### src/rtl/lmlt_pkg.sv
package lmlt_pkg;

    localparam logic [1:0] MODE_HBLANK = 2'd0;
    localparam logic [1:0] MODE_VBLANK = 2'd1;
    localparam logic [1:0] MODE_SEARCH = 2'd2;
    localparam logic [1:0] MODE_DRAW   = 2'd3;

    localparam logic [1:0] PHASE_ENTRY   = 2'd0;
    localparam logic [1:0] PHASE_WAIT    = 2'd1;
    localparam logic [1:0] PHASE_ADVANCE = 2'd2;

    localparam logic [9:0] SEARCH_CHUNK = 10'd8;
    localparam logic [6:0] SEARCH_TOTAL = 7'd80;
    localparam logic [9:0] DRAW_DOTS    = 10'd289;
    localparam logic [9:0] HBLANK_DOTS  = 10'd87;
    localparam logic [9:0] VLINE_DOTS   = 10'd456;

    localparam logic [7:0] LAST_VISIBLE = 8'd143;
    localparam logic [7:0] LAST_LINE    = 8'd153;

    typedef struct packed {
        logic load;
        logic step;
        logic capture;
    } lmlt_cmd_t;

    typedef struct packed {
        logic halt;
    } lmlt_status_t;

endpackage

### src/rtl/lmlt_if.sv
interface lmlt_in_if;
    logic       valid;
    logic       ready;
    logic [5:0] machine_cycles;
    logic       lcd_on;
    logic [7:0] compare_line;
    logic       hblank_irq_en;
    logic       vblank_irq_en;
    logic       search_irq_en;
    logic       match_irq_en;

    modport source (
        output valid, machine_cycles, lcd_on, compare_line,
               hblank_irq_en, vblank_irq_en, search_irq_en, match_irq_en,
        input  ready
    );
    modport sink (
        input  valid, machine_cycles, lcd_on, compare_line,
               hblank_irq_en, vblank_irq_en, search_irq_en, match_irq_en,
        output ready
    );
endinterface

interface lmlt_out_if;
    logic       valid;
    logic       ready;
    logic [1:0] status_mode;
    logic [7:0] line;
    logic       coincidence;
    logic       stat_irq;
    logic       vblank_irq;
    logic       frame_done;

    modport source (
        output valid, status_mode, line, coincidence, stat_irq, vblank_irq, frame_done,
        input  ready
    );
    modport sink (
        input  valid, status_mode, line, coincidence, stat_irq, vblank_irq, frame_done,
        output ready
    );
endinterface

### src/rtl/lmlt_ctrl.sv
module lmlt_ctrl (
    input  logic                  clk,
    input  logic                  rst_n,
    input  logic                  in_valid,
    output logic                  in_ready,
    output logic                  out_valid,
    input  logic                  out_ready,
    output lmlt_pkg::lmlt_cmd_t    cmd,
    input  lmlt_pkg::lmlt_status_t status
);
    import lmlt_pkg::*;

    localparam logic [1:0] ST_IDLE = 2'd0;
    localparam logic [1:0] ST_RUN  = 2'd1;
    localparam logic [1:0] ST_HOLD = 2'd2;

    logic [1:0] state_reg;
    logic [1:0] state_next;
    logic       out_valid_reg;
    logic       out_valid_next;

    assign in_ready  = (state_reg == ST_IDLE);
    assign out_valid = out_valid_reg;

    always_comb
    begin
        state_next     = state_reg;
        out_valid_next = out_valid_reg && !out_ready;
        cmd            = '0;
        case (state_reg)
            ST_IDLE:
            begin
                if (in_valid)
                begin
                    cmd.load   = 1'b1;
                    state_next = ST_RUN;
                end
            end
            ST_RUN:
            begin
                cmd.step = 1'b1;
                if (status.halt)
                begin
                    // The result register frees up in the same cycle it is taken.
                    if (!out_valid_reg || out_ready)
                    begin
                        cmd.capture    = 1'b1;
                        out_valid_next = 1'b1;
                        state_next     = ST_IDLE;
                    end
                    else
                    begin
                        state_next = ST_HOLD;
                    end
                end
            end
            ST_HOLD:
            begin
                if (out_ready)
                begin
                    cmd.capture    = 1'b1;
                    out_valid_next = 1'b1;
                    state_next     = ST_IDLE;
                end
            end
            default:
            begin
                state_next = ST_IDLE;
            end
        endcase
    end

    always_ff @(posedge clk or negedge rst_n)
    begin
        if (!rst_n)
        begin
            state_reg     <= ST_IDLE;
            out_valid_reg <= 1'b0;
        end
        else
        begin
            state_reg     <= state_next;
            out_valid_reg <= out_valid_next;
        end
    end

endmodule

### src/rtl/lmlt_datapath.sv
module lmlt_datapath (
    input  logic                   clk,
    input  logic                   rst_n,
    input  lmlt_pkg::lmlt_cmd_t    cmd,
    output lmlt_pkg::lmlt_status_t status,
    input  logic [5:0]             machine_cycles,
    input  logic                   lcd_on,
    input  logic [7:0]             compare_line,
    input  logic                   hblank_irq_en,
    input  logic                   vblank_irq_en,
    input  logic                   search_irq_en,
    input  logic                   match_irq_en,
    output logic [1:0]             status_mode,
    output logic [7:0]             line,
    output logic                   coincidence,
    output logic                   stat_irq,
    output logic                   vblank_irq,
    output logic                   frame_done
);
    import lmlt_pkg::*;

    logic [7:0] line_reg,   line_next;
    logic [1:0] mode_reg,   mode_next;
    logic [9:0] pool_reg,   pool_next;
    logic [8:0] need_reg,   need_next;
    logic [1:0] phase_reg,  phase_next;
    logic [6:0] sdots_reg,  sdots_next;
    logic       match_reg,  match_next;
    logic       on_reg,     on_next;
    logic [7:0] cmp_reg;
    logic       hb_en_reg, vb_en_reg, se_en_reg, mt_en_reg;
    logic [1:0] entry_reg,  entry_next;
    logic       stat_reg,   stat_next;
    logic       vbl_reg,    vbl_next;
    logic       frame_reg,  frame_next;
    logic [1:0] out_mode_reg;
    logic [7:0] out_line_reg;
    logic       out_match_reg, out_stat_reg, out_vbl_reg, out_frame_reg;

    logic       covered;
    logic       brk;
    logic       enter;
    logic [7:0] enter_val;
    logic [6:0] sdots_sum;

    assign covered   = (pool_reg >= {1'b0, need_reg});
    assign sdots_sum = sdots_reg + SEARCH_CHUNK[6:0];

    always_comb
    begin
        line_next  = line_reg;
        mode_next  = mode_reg;
        pool_next  = pool_reg;
        need_next  = need_reg;
        phase_next = phase_reg;
        sdots_next = sdots_reg;
        match_next = match_reg;
        on_next    = on_reg;
        entry_next = entry_reg;
        stat_next  = stat_reg;
        vbl_next   = vbl_reg;
        frame_next = frame_reg;
        brk        = 1'b0;
        enter      = 1'b0;
        enter_val  = line_reg + 8'd1;

        if (cmd.load)
        begin
            on_next    = lcd_on;
            entry_next = lcd_on ? mode_reg : MODE_SEARCH;
            stat_next  = 1'b0;
            vbl_next   = 1'b0;
            frame_next = 1'b0;
            if (!lcd_on)
            begin
                line_next  = '0;
                mode_next  = MODE_SEARCH;
                pool_next  = '0;
                need_next  = '0;
                phase_next = PHASE_ENTRY;
                sdots_next = '0;
                match_next = 1'b0;
            end
            else
            begin
                pool_next = pool_reg + {2'b00, machine_cycles, 2'b00};
            end
        end
        else if (cmd.step && on_reg && covered)
        begin
            case (mode_reg)
                MODE_HBLANK:
                begin
                    if (phase_reg == PHASE_ENTRY)
                    begin
                        stat_next  = stat_reg | hb_en_reg;
                        phase_next = PHASE_WAIT;
                    end
                    else if (pool_reg < HBLANK_DOTS)
                    begin
                        need_next = HBLANK_DOTS[8:0];
                        brk       = 1'b1;
                    end
                    else
                    begin
                        pool_next  = pool_reg - HBLANK_DOTS;
                        need_next  = '0;
                        enter      = 1'b1;
                        phase_next = PHASE_ENTRY;
                        if (line_reg == LAST_VISIBLE)
                        begin
                            mode_next  = MODE_VBLANK;
                            frame_next = 1'b1;
                        end
                        else
                        begin
                            mode_next = MODE_SEARCH;
                        end
                    end
                end
                MODE_VBLANK:
                begin
                    if (phase_reg == PHASE_ENTRY)
                    begin
                        vbl_next   = 1'b1;
                        stat_next  = stat_reg | vb_en_reg;
                        phase_next = PHASE_WAIT;
                    end
                    else if (phase_reg == PHASE_WAIT)
                    begin
                        if (pool_reg < VLINE_DOTS)
                        begin
                            need_next = VLINE_DOTS[8:0];
                            brk       = 1'b1;
                        end
                        else
                        begin
                            pool_next  = pool_reg - VLINE_DOTS;
                            need_next  = '0;
                            phase_next = PHASE_ADVANCE;
                        end
                    end
                    else
                    begin
                        enter = 1'b1;
                        if (line_reg == LAST_LINE)
                        begin
                            mode_next  = MODE_SEARCH;
                            enter_val  = '0;
                            phase_next = PHASE_ENTRY;
                        end
                        else
                        begin
                            phase_next = PHASE_WAIT;
                        end
                    end
                end
                MODE_SEARCH:
                begin
                    if (phase_reg == PHASE_ENTRY)
                    begin
                        stat_next  = stat_reg | se_en_reg;
                        phase_next = PHASE_WAIT;
                    end
                    else if (pool_reg < SEARCH_CHUNK)
                    begin
                        need_next = SEARCH_CHUNK[8:0];
                        brk       = 1'b1;
                    end
                    else
                    begin
                        pool_next = pool_reg - SEARCH_CHUNK;
                        if (sdots_sum >= SEARCH_TOTAL)
                        begin
                            mode_next  = MODE_DRAW;
                            need_next  = '0;
                            phase_next = PHASE_ENTRY;
                            sdots_next = '0;
                        end
                        else
                        begin
                            sdots_next = sdots_sum;
                            need_next  = SEARCH_CHUNK[8:0];
                        end
                    end
                end
                default:
                begin
                    if (phase_reg == PHASE_ENTRY)
                    begin
                        phase_next = PHASE_WAIT;
                    end
                    else if (pool_reg < DRAW_DOTS)
                    begin
                        need_next = DRAW_DOTS[8:0];
                        brk       = 1'b1;
                    end
                    else
                    begin
                        pool_next  = pool_reg - DRAW_DOTS;
                        need_next  = '0;
                        mode_next  = MODE_HBLANK;
                        phase_next = PHASE_ENTRY;
                    end
                end
            endcase

            // Every line change compares the new line with the compare value.
            if (enter)
            begin
                line_next  = enter_val;
                match_next = (enter_val == cmp_reg);
                if ((enter_val == cmp_reg) && mt_en_reg)
                begin
                    stat_next = 1'b1;
                end
            end
        end
    end

    assign status.halt = !on_reg || !covered || brk;

    always_ff @(posedge clk or negedge rst_n)
    begin
        if (!rst_n)
        begin
            line_reg  <= '0;
            mode_reg  <= MODE_SEARCH;
            pool_reg  <= '0;
            need_reg  <= '0;
            phase_reg <= PHASE_ENTRY;
            sdots_reg <= '0;
            match_reg <= 1'b0;
            on_reg    <= 1'b0;
        end
        else
        begin
            line_reg  <= line_next;
            mode_reg  <= mode_next;
            pool_reg  <= pool_next;
            need_reg  <= need_next;
            phase_reg <= phase_next;
            sdots_reg <= sdots_next;
            match_reg <= match_next;
            on_reg    <= on_next;
        end
    end

    always_ff @(posedge clk)
    begin
        entry_reg <= entry_next;
        stat_reg  <= stat_next;
        vbl_reg   <= vbl_next;
        frame_reg <= frame_next;
        if (cmd.load)
        begin
            cmp_reg   <= compare_line;
            hb_en_reg <= hblank_irq_en;
            vb_en_reg <= vblank_irq_en;
            se_en_reg <= search_irq_en;
            mt_en_reg <= match_irq_en;
        end
        if (cmd.capture)
        begin
            out_mode_reg  <= entry_reg;
            out_line_reg  <= line_reg;
            out_match_reg <= match_reg;
            out_stat_reg  <= stat_reg;
            out_vbl_reg   <= vbl_reg;
            out_frame_reg <= frame_reg;
        end
    end

    assign status_mode = out_mode_reg;
    assign line        = out_line_reg;
    assign coincidence = out_match_reg;
    assign stat_irq    = out_stat_reg;
    assign vblank_irq  = out_vbl_reg;
    assign frame_done  = out_frame_reg;

endmodule

### src/rtl/lcd_mode_line_timing.sv
// LCD mode and line timing.
// The item channel takes one request per CPU step: elapsed machine cycles
// (four dots each), the display enable, the compare line and four status
// interrupt enables. The result channel returns one item per request: the
// mode at entry, the line after the step, the coincidence flag and the stat,
// vblank and frame pulses gathered during the step.
// A request is taken only while the sequencer is idle. It then applies one
// mode phase per clock while the dot pool covers the current need; the
// phase steps that a request crosses are usually 0 to 4, more while object
// search eats 8-dot chunks. The result is registered after the last step.
// A stalled result sits in the output register while the next request is
// taken and processed; the sequencer waits before its own result only if
// the previous one has still not been taken.
// Reset puts the block at line 0 in object search with an empty dot pool
// and no pending result. A display-off request resets line, mode and pool.
module lcd_mode_line_timing (
    input logic        clk,
    input logic        rst_n,
    lmlt_in_if.sink    item,
    lmlt_out_if.source result
);
    import lmlt_pkg::*;

    lmlt_cmd_t    cmd;
    lmlt_status_t status;

    lmlt_ctrl u_ctrl (
        .clk       (clk),
        .rst_n     (rst_n),
        .in_valid  (item.valid),
        .in_ready  (item.ready),
        .out_valid (result.valid),
        .out_ready (result.ready),
        .cmd       (cmd),
        .status    (status)
    );

    lmlt_datapath u_datapath (
        .clk            (clk),
        .rst_n          (rst_n),
        .cmd            (cmd),
        .status         (status),
        .machine_cycles (item.machine_cycles),
        .lcd_on         (item.lcd_on),
        .compare_line   (item.compare_line),
        .hblank_irq_en  (item.hblank_irq_en),
        .vblank_irq_en  (item.vblank_irq_en),
        .search_irq_en  (item.search_irq_en),
        .match_irq_en   (item.match_irq_en),
        .status_mode    (result.status_mode),
        .line           (result.line),
        .coincidence    (result.coincidence),
        .stat_irq       (result.stat_irq),
        .vblank_irq     (result.vblank_irq),
        .frame_done     (result.frame_done)
    );

endmodule

### src/flat_wrapper.sv
// flat-port wrapper written by rule: the top's interface ports become plain ports
module lcd_mode_line_timing_flat import lmlt_pkg::*;
  (clk, rst_n, item_valid, item_machine_cycles, item_lcd_on, item_compare_line, item_hblank_irq_en, item_vblank_irq_en, item_search_irq_en, item_match_irq_en, item_ready, result_valid, result_status_mode, result_line, result_coincidence, result_stat_irq, result_vblank_irq, result_frame_done, result_ready);
  lmlt_in_if item_i ();
  lmlt_out_if result_i ();
  input logic clk;
  input logic rst_n;
  input wire logic [$bits(item_i.valid)-1:0] item_valid;
  input wire logic [$bits(item_i.machine_cycles)-1:0] item_machine_cycles;
  input wire logic [$bits(item_i.lcd_on)-1:0] item_lcd_on;
  input wire logic [$bits(item_i.compare_line)-1:0] item_compare_line;
  input wire logic [$bits(item_i.hblank_irq_en)-1:0] item_hblank_irq_en;
  input wire logic [$bits(item_i.vblank_irq_en)-1:0] item_vblank_irq_en;
  input wire logic [$bits(item_i.search_irq_en)-1:0] item_search_irq_en;
  input wire logic [$bits(item_i.match_irq_en)-1:0] item_match_irq_en;
  output wire logic [$bits(item_i.ready)-1:0] item_ready;
  output wire logic [$bits(result_i.valid)-1:0] result_valid;
  output wire logic [$bits(result_i.status_mode)-1:0] result_status_mode;
  output wire logic [$bits(result_i.line)-1:0] result_line;
  output wire logic [$bits(result_i.coincidence)-1:0] result_coincidence;
  output wire logic [$bits(result_i.stat_irq)-1:0] result_stat_irq;
  output wire logic [$bits(result_i.vblank_irq)-1:0] result_vblank_irq;
  output wire logic [$bits(result_i.frame_done)-1:0] result_frame_done;
  input wire logic [$bits(result_i.ready)-1:0] result_ready;
  assign item_i.valid = item_valid;
  assign item_i.machine_cycles = item_machine_cycles;
  assign item_i.lcd_on = item_lcd_on;
  assign item_i.compare_line = item_compare_line;
  assign item_i.hblank_irq_en = item_hblank_irq_en;
  assign item_i.vblank_irq_en = item_vblank_irq_en;
  assign item_i.search_irq_en = item_search_irq_en;
  assign item_i.match_irq_en = item_match_irq_en;
  assign item_ready = item_i.ready;
  assign result_valid = result_i.valid;
  assign result_status_mode = result_i.status_mode;
  assign result_line = result_i.line;
  assign result_coincidence = result_i.coincidence;
  assign result_stat_irq = result_i.stat_irq;
  assign result_vblank_irq = result_i.vblank_irq;
  assign result_frame_done = result_i.frame_done;
  assign result_i.ready = result_ready;
  lcd_mode_line_timing u_core (.clk(clk), .rst_n(rst_n), .item(item_i), .result(result_i));
endmodule
### config.mk
export PLATFORM = sky130hd
export DESIGN_NAME = lcd_mode_line_timing_flat
export DESIGN_NICKNAME = d
export VERILOG_FILES = /design/src/rtl/lmlt_pkg.sv /design/src/rtl/lmlt_if.sv /design/src/rtl/lmlt_ctrl.sv /design/src/rtl/lmlt_datapath.sv /design/src/rtl/lcd_mode_line_timing.sv /design/src/flat_wrapper.sv
export SDC_FILE = /design/constraint.sdc
export NUM_CORES = 1
export LEC_CHECK = 0
export BUFFER_PORTS_ARGS = -buffer_cell sky130_fd_sc_hd__buf_2
export CORE_ASPECT_RATIO = 1.4
export CORE_UTILIZATION = 40
export CTS_CLUSTER_SIZE = 8
export DETAILED_ROUTE_END_ITERATION = 10
export GPL_TIMING_DRIVEN = 0
export HOLD_SLACK_MARGIN = 0.03
export PLACE_DENSITY = 0.59
export SETUP_SLACK_MARGIN = 0.02
export SLEW_MARGIN = 20
export SYNTH_ARGS = -nofsm -noshare
export SYNTH_HDL_FRONTEND = slang
export SYNTH_HIERARCHICAL = 1
export SYNTH_SLANG_ARGS = --single-unit
### constraint.sdc
create_clock -name clk -period 6.4 [get_ports clk]
set_clock_uncertainty 0.2 [all_clocks]
set_input_delay 1.28 -clock clk [delete_from_list [all_inputs] [get_ports clk]]
set_output_delay 1.28 -clock clk [all_outputs]
set_load 0.02 [all_outputs]
==> results.toml, run 1 <==
[layout]
diodes = 0
fin_util = 0.4650
layout-drive-gt1-share = 0.1339
nNetsFinal = 624
fin_cells = 722
area_growth_pct = 13.43
fin_area_um2 = 5497
largest_reg_flops = 16

[route]
drt_pass1_iterations = 5
wl_per_cell_um = 19.07
vias_per_cell = 5.996
drc = 0
drt_wl_total_um = 13770
drtIter0Drc = 263
vias = 4329
ant_nets = 0

[floorplan]
core-area_um2 = 11820
die_w_um = 95.03
boundaryPins = 39
dieArea_um2 = 12570
start_util = 0.4100
rows = 47
die_y_um = 132.2

[timing]
worst_slew_pin_slew_ns = 0.9331
rsz0062_at_grt = "false"
slew-limit-headroom = 0.3779
finalWorstSetupSlack_ns = 2.458
post-route-period-util = 0.6159
tns_ns = 0
hold_slack_ns = 0.2287
hold_violations = 0
drv_slew = 0
min_period_ns = 3.942
fmax_ghz = 0.2537
setup_viol = 0

[yosys]
netlist_instances = 521
synth_seq_area_share = 0.3824
syn_avg_cell_area_um2 = 9.301
yosys.cell_types.count = 78
synth_edf_count = 28
netlist_area_um2 = 4846
async_flop_share = 0.5507
yosysWarnings = 6
synth-seq-cells = 69
synth_fp_nets = 575
synth_ff_type = "dfrtp_1"

[pwr]
peakVddDrop_v = 0.0001879
seqPwrFrac = 0.270
internal_power_mw = 1.416
power_frac_clock = 0.176
p_leak_nw = 2.200
switching_share = 0.4603
pwr-share-comb = 0.553
p_total_mw = 2.624
power.switching_mw = 1.208
powerDensity_nw_per_um2 = 477.4

[clock_network]
htreeDepth = 3
cts_sinks = 69
numCtsBuffers = 9
path_clk_slew_ns = 0.06
insertion_delay_ns = 0.34
post_cts_resized = 0
hold_buffers = 0
max-clock-path-buffers = 2
cts.root.buffer_cell = "clkbuf_16"
cts_setup_buffers = 0
cts_tree = "yes"

[worst_setup_path]
r2r-start = "u_core/u_datapath/mode_reg[1]"
r2r-end = "u_core/u_datapath/coincidence"
cp-end-kind = "register"
cp.required_ns = 6.17
setup.worst_path.start_class = "register"
crit_type = "register to register"
reg2reg_depth = 10
reg2reg_slack_ns = 2.46
worst-path-max-fanout = 14
cp.arrival_ns = 3.71

[worst_hold_path]
holdCritStartpoint = "u_core/u_datapath/entry_reg[1]"
min_to = "u_core/u_datapath/status_mode[1]"
min_path_type = "register to register"
holdPathStages = 0

[global_route]
grt_pass1_wl_um = 21780
busiest_layer = "met2"
met1_usage = 0.2580
track_usage = 0.2308
gr-usage-met3 = 0.04498
grt_antenna_before_repair = 0
grtUsageMet2 = 0.4093
grt_pass1_vias = 4207
gr-total-overflow = 0
grt_start_max_net_pins = 39

[placed_design]
pre_cts_ws_ns = 2.256
dpl_cell_area_um2 = 5223
globalplace.congestion = 0.9429
port_buffers = 38
placed_cells = 706
dp_hpwl_um = 10250

[job]
cap_violations = 0

[run_status]
status = "finished, final reports clean"
==> power groups by stage <==
| stage | Sequential [mW] | Combinational, mW | Clock, mW |
|---|---|---|---|
| global placement | 0.714 | 1.40 | 0 |
| CTS | 0.710 | 1.44 | 0.473 |
| detailed placement | 0.717 | 1.43 | 0 |
| global route | 0.726 | 1.59 | 0.491 |
| floorplan | 0.710 | 1.04 | 0 |
| finish | 0.710 | 1.45 | 0.462 |
==> layout by cell type, fill, tap and decap left out, types with 8 or more instances in the layout <==
master | netlist | final
a21oi_1 | 31 | 31
buf_2 | 2 | 40
mux2i_1 | 8 | 8
clkbuf_1 | 23 | 23
nor2_1 | 32 | 32
clkbuf_16 | 0 | 9
nor2b_1 | 12 | 11
nor3_1 | 15 | 15
dfrtp_1 | 37 | 37
nand3_1 | 21 | 21
o21ai_0 | 25 | 25
xnor2_1 | 19 | 19
edfxtp_1 | 28 | 28
nand2_1 | 40 | 40
inv_1 | 32 | 32
and2_1 | 9 | 9
ha_1 | 30 | 30
==> worst max-delay path by stage <==
stage / slack (ns) / depth (start not counted) / to / start
final: 2.46 / 10 / u_core/u_datapath/coincidence / u_core/u_datapath/mode_reg[1]
after global routing: 2.19 / 10 / u_core/u_datapath/stat_irq / u_core/u_datapath/mode_reg[1]
after CTS: 2.45 / 10 / u_core/u_datapath/stat_irq / u_core/u_datapath/mode_reg[1]
after detailed placement: 2.26 / 8 / u_core/u_datapath/need_reg[6] / item_valid
after global placement: 1.92 / 8 / u_core/u_datapath/status_mode[0] / item_valid
after floorplan: 2.79 / 7 / u_core/u_datapath/coincidence / item_valid
==> cell usage after synthesis, types with 6 or more instances <==
| library cell | instances | area (µm²) |
|---|---|---|
| o21ai_0 | 25 | 125.1 |
| dfrtp_1 | 37 | 925.9 |
| nor2b_1 | 12 | 75.07 |
| ha_1 | 30 | 375.4 |
| clkbuf_1 | 23 | 86.33 |
| xor2_1 | 7 | 61.31 |
| and2_1 | 9 | 56.30 |
| edfxtp_1 | 28 | 840.8 |
| nor3_1 | 15 | 75.07 |
| nand2_1 | 40 | 150.1 |
| o32ai_1 | 7 | 61.31 |
| inv_1 | 32 | 120.1 |
| xnor2_1 | 19 | 166.4 |
| a221o_1 | 6 | 60.06 |
| mux2i_1 | 8 | 80.08 |
| mux2_2 | 6 | 67.56 |
| nand3_1 | 21 | 105.1 |
| o21a_1 | 7 | 52.55 |
| nor2_1 | 32 | 120.1 |
| a21oi_1 | 31 | 155.2 |
==> kinds of logic (layout without fill, tap and decap cells) <==
logic type	count (synthesis)	count (layout)	synth area share
flops	69	69	0.3824
xor+xnor	27	27	0.05164
compound gates	152	152	0.2259
mux	14	14	0.03047
fa+ha+maj	31	31	0.08159
simple gates	167	167	0.1771
buf+inv	61	115	0.05086
==> area by class of cell <==
cell class	count	area [µm²]
fillers	1157	6324
multi-input cells	391	2749
flip-flops and latches	69	1853
clock buffers	9	225.2
repair buffers	38	190.2
well taps	147	183.9
inverters	33	123.9
plain buffers	28	122.6
clock inverters	7	48.80
==> worst max-delay path, stage by stage (launching register included) <==
cell,delay (ns)
dfstp_2,0.39
inv_1,0.14
ha_1,0.17
clkbuf_1,0.33
clkbuf_1,0.50
o211ai_1,0.40
o21a_1,0.28
o21ai_0,0.15
a21bo_2,0.19
a32oi_1,0.12
nor2b_2,0.70
==> routing by layer <==
layer	routed length, µm	up-vias
met5	0	-
met4	553	0
met3	561	39
met2	7244	129
met1	5412	2102
li1	-	2059
No activity file was read; power rests on OpenSTA's default activity.
==> run 2: changes to the inputs <==
==> constraint.sdc (replaced) <==
create_clock -name clk -period 4 [get_ports clk]
set_clock_uncertainty 0.2 [all_clocks]
set_input_delay 0.8 -clock clk [delete_from_list [all_inputs] [get_ports clk]]
set_output_delay 0.8 -clock clk [all_outputs]
set_load 0.02 [all_outputs]
==> results.toml, run 2 (synthesis gave the netlist of run 1 again) <==
[run_status]
status = "finished, final reports clean"

[clock_network]
numCtsBuffers = 9
path_clk_slew_ns = 0.06
hold_buffers = 0
htreeDepth = 3
cts_setup_buffers = 0
cts_tree = "yes"
max-clock-path-buffers = 2
cts_sinks = 69
cts.root.buffer_cell = "clkbuf_16"
insertion_delay_ns = 0.34

[placed_design]
port_buffers = 38
globalplace.congestion = 0.9429
dp_hpwl_um = 10250
pre_cts_ws_ns = 0.1043

[layout]
final_cell_mix = "buf_2 (40), nand2_1 (40), dfrtp_1 (37)"
largest_reg_flops = 16
nNetsFinal = 624
area_growth_pct = 13.53
layout-drive-gt1-share = 0.1339
diodes = 0
fin_util = 0.4654

[route]
drt_wl_total_um = 13830
wl_per_cell_um = 19.16
drt_pass1_iterations = 4
vias = 4308
vias_per_cell = 5.967
drtIter0Drc = 246
drc = 0
ant_nets = 0

[global_route]
track_usage = 0.2308
grt_pass1_wl_um = 21780
gr-total-overflow = 0
grt_start_max_net_pins = 39
grt_pass1_vias = 4207
grt_antenna_before_repair = 0

[worst_setup_path]
cp.required_ns = 3.78
worst-path-max-fanout = 14
crit_type = "register to register"
cp-end-kind = "register"
setup.worst_path.start_class = "register"
cp.arrival_ns = 3.50

[timing]
finalWorstSetupSlack_ns = 0.2821
slew-limit-headroom = 0.3774
setup_viol = 0
fmax_ghz = 0.2690
rsz0062_at_grt = "false"
worst_slew_pin_slew_ns = 0.9339
drv_slew = 0
min_period_ns = 3.718
hold_violations = 0
post-route-period-util = 0.9295

[floorplan]
start_util = 0.4100
die_w_um = 95.03
die_y_um = 132.2
boundaryPins = 39
dieArea_um2 = 12570
core-area_um2 = 11820
rows = 47

[pwr]
seqPwrFrac = 0.270
internal_power_mw = 2.270
power.switching_mw = 1.938
power_frac_clock = 0.176
peakVddDrop_v = 0.0003008
pwr-share-comb = 0.555
p_leak_nw = 2.203
switching_share = 0.4605
powerDensity_nw_per_um2 = 765.0

[worst_hold_path]
min_path_type = "register to register"

[job]
cap_violations = 0
run 2: changes by cell type in the layout (fill, tap and decap cells not counted):
cell | previous run | this run
nor2b_2 | 1 | 0
nor2b_4 | 0 | 1
run 2: layout make-up:
class                   count  area (µm²)
multi-input cells         391        2754
plain buffers              28       122.6
repair buffers             38       190.2
clock inverters             7       48.80
clock buffers               9       225.2
flip-flops and latches     69        1853
inverters                  33       123.9
fillers                  1157        6319
well taps                 147       183.9
run 2: stage by stage:
stage | setup TNS, ns | hold WS [ns] | std cells | total power, mW | area [µm²]
after global placement | -3.919 | 0.2173 | 706 | 3.386 | 5220
after detailed placement | 0 | 0.2182 | 706 | 3.430 | 5223
final | 0 | 0.2287 | 722 | 4.208 | 5502
after floorplan | 0 | 0.2003 | 521 | 2.795 | 4846
after global routing | 0 | 0.2364 | 722 | 4.504 | 5502
after CTS | 0 | 0.2324 | 722 | 4.190 | 5497
run 2: path summary, 6_finish.rpt:
kind / cells past startpoint / end / from / slack, ns
max: 10 / u_core/u_datapath/coincidence / u_core/u_datapath/mode_reg[1] / 0.28
min: 0 / u_core/u_datapath/status_mode[1] / u_core/u_datapath/entry_reg[1] / 0.23
max reg2reg: 10 / u_core/u_datapath/coincidence / u_core/u_datapath/mode_reg[1] / 0.28
min reg2reg: 0 / u_core/u_datapath/status_mode[1] / u_core/u_datapath/entry_reg[1] / 0.23
max in group asynchronous: 1 / u_core/u_datapath/match_reg / rst_n / 2.62
min in group asynchronous: 1 / u_core/u_datapath/need_reg[0] / rst_n / 0.41
run 2: routing by layer:
layer | global-route usage | vias to the layer above | share of wire
li1 | - | 2058 | -
met1 | 0.2580 | 2100 | 0.39
met2 | 0.4093 | 119 | 0.53
met3 | 0.04498 | 31 | 0.039
met4 | 0.1103 | 0 | 0.038
met5 | 0 | - | 0
run 2: worst max-delay path: stages, from the launching register on:
cell and delay [ns]:
dfstp_2 0.39, inv_1 0.14, ha_1 0.17, clkbuf_1 0.33
clkbuf_1 0.49, o211ai_1 0.40, o21a_1 0.28, o21ai_0 0.15
a21bo_2 0.19, a32oi_1 0.15, nor2b_4 0.46
run 2: what timing repair did:
action / 4_1_cts / 5_1_grt
resized for setup: 0 / 1
endpoints found under the setup margin: 0 / 14
endpoints found under the hold margin: 0 / 0
run 2: power groups by stage:
stage	combinational [mW]	sequential, mW	clock (mW)
3_3_place_gp	2.24	1.14	0
4_1_cts	2.30	1.14	0.756
2_1_floorplan	1.66	1.14	0
3_5_place_dp	2.28	1.15	0
6_report	2.33	1.13	0.739
5_1_grt	2.56	1.16	0.785
==> run 3: changes to the inputs <==
--- a/config.mk
+++ b/config.mk
@@ -7,12 +7,12 @@
 export LEC_CHECK = 0
 export BUFFER_PORTS_ARGS = -buffer_cell sky130_fd_sc_hd__buf_2
 export CORE_ASPECT_RATIO = 1.4
-export CORE_UTILIZATION = 40
+export CORE_UTILIZATION = 60
 export CTS_CLUSTER_SIZE = 8
 export DETAILED_ROUTE_END_ITERATION = 10
 export GPL_TIMING_DRIVEN = 0
 export HOLD_SLACK_MARGIN = 0.03
-export PLACE_DENSITY = 0.59
+export PLACE_DENSITY = 0.82
 export SETUP_SLACK_MARGIN = 0.02
 export SLEW_MARGIN = 20
 export SYNTH_ARGS = -nofsm -noshare
==> results.toml, run 3 (synthesis gave the netlist of run 1 again) <==
[floorplan]
die_w_um = 77.96
boundaryPins = 39
start_util = 0.6215
rows = 38
core-area_um2 = 7797
dieArea_um2 = 8445
die_y_um = 108.3

[pwr]
p_total_mw = 4.123
p_leak_nw = 2.188
peakVddDrop_v = 0.0005374
powerDensity_nw_per_um2 = 765.2

[timing]
hold_violations = 0
tns_ns = 0
fmax_ghz = 0.2608
drv_slew = 0
slew-limit-headroom = 0.4001
min_period_ns = 3.834
setup_viol = 0
rsz0062_at_grt = "false"
hold_slack_ns = 0.2446
post-route-period-util = 0.9585
worst_slew_pin_slew_ns = 0.8998

[placed_design]
dpl_cell_area_um2 = 5164
globalplace.congestion = 0.9694
port_buffers = 38
dp_hpwl_um = 10290
placed_cells = 659

[layout]
final_cell_mix = "buf_2 (40), nand2_1 (40), dfrtp_1 (37)"
layout-drive-gt1-share = 0.1322
area_growth_pct = 11.18
fin_area_um2 = 5388
largest_reg_flops = 16
fin_cells = 675
diodes = 0
nNetsFinal = 624

[job]
cap_violations = 0

[worst_hold_path]
min_path_type = "register to register"

[global_route]
grt_antenna_before_repair = 0
grt_pass1_wl_um = 21760
track_usage = 0.3450
grt_pass1_vias = 4429
grt_start_max_net_pins = 39
gr-total-overflow = 0

[worst_setup_path]
cp.arrival_ns = 3.64
r2r-start = "u_core/u_datapath/pool_reg[0]"
worst-path-stages = 10
slowest_delay_ns = 0.48
crit_family = "simple AND/OR/NAND/NOR gates"
slowest_stage = "dfrtp_1"
cp.required_ns = 3.81
reg2reg_slack_ns = 0.17
setup.worst_path.start_class = "register"
cp-startpoint = "u_core/u_datapath/pool_reg[0]"
r2r-end = "u_core/u_datapath/line[3]"
reg2reg_depth = 10
worst-path-max-fanout = 14
endpoint = "u_core/u_datapath/line[3]"
cp.buffers_inverters = 2
crit_type = "register to register"
path_cells = "inv_1 -> ha_1 -> or4b_1 -> buf_2 -> a311oi_1 -> nand2_1 -> o21ai_0 -> a21bo_2 -> a32oi_1 -> nor2b_4"
cp-end-kind = "register"

[clock_network]
numCtsBuffers = 9
cts_setup_buffers = 0
hold_buffers = 0
cts.root.buffer_cell = "clkbuf_8"
cts_tree = "yes"
insertion_delay_ns = 0.37
post_cts_resized = 1
path_clk_slew_ns = 0.07
max-clock-path-buffers = 2
htreeDepth = 3
cts_sinks = 69

[route]
ant_nets = 0
vias_per_cell = 6.627
drc = 0
vias = 4473
drt_wl_total_um = 13660
drtIter0Drc = 311
drt_pass1_iterations = 5
wl_per_cell_um = 20.24

[run_status]
status = "finished, final reports clean"
==> run 3: worst min path at each step <==
stage                                         from                          endpoint  cells past startpoint
global route        u_core/u_datapath/entry_reg[0]  u_core/u_datapath/status_mode[0]                      0
detailed placement  u_core/u_datapath/entry_reg[0]  u_core/u_datapath/status_mode[0]                      0
CTS                 u_core/u_datapath/entry_reg[1]  u_core/u_datapath/status_mode[1]                      0
global placement    u_core/u_datapath/entry_reg[0]  u_core/u_datapath/status_mode[0]                      0
finish              u_core/u_datapath/entry_reg[0]  u_core/u_datapath/status_mode[0]                      0
floorplan           u_core/u_datapath/entry_reg[0]  u_core/u_datapath/status_mode[0]                      0
==> run 3: per-layer routing <==
metal,share of wire,global-route usage,vias up
li1,-,-,2058
met1,0.36,0.3514,2139
met2,0.51,0.6233,212
met3,0.057,0.07173,64
met4,0.068,0.2487,0
met5,0,0,-
==> run 3: per-stage QoR <==
step / worst slack [ns] / util
2_1_floorplan: 0.6975 / -
3_3_place_gp: -0.2673 / 0.6619
3_5_place_dp: 0.02888 / 0.6622
4_1_cts: 0.2293 / 0.6910
5_1_grt: 0.08680 / 0.6910
6_report: 0.1659 / 0.6910
==> run 3: area by class of cell <==
cell class,count,area (µm²)
plain buffers,28,122.6
clock inverters,4,73.82
multi-input cells,391,2754
flip-flops and latches,69,1853
repair buffers,38,190.2
fillers,652,2410
well taps,100,125.1
inverters,33,123.9
clock buffers,12,145.1
==> run 3: where the power goes <==
part           internal [mW]  total [mW]  switching, mW
logic                  0.901        2.34           1.44
clock network          0.369       0.640          0.271
registers              0.949        1.14          0.193
==> run 3: worst register-to-register path, cell delays in order, from the launching register on <==
cell	delay (ns)
dfrtp_1	0.48
inv_1	0.23
ha_1	0.25
or4b_1	0.45
buf_2	0.18
a311oi_1	0.48
nand2_1	0.23
o21ai_0	0.18
a21bo_2	0.21
a32oi_1	0.15
nor2b_4	0.44
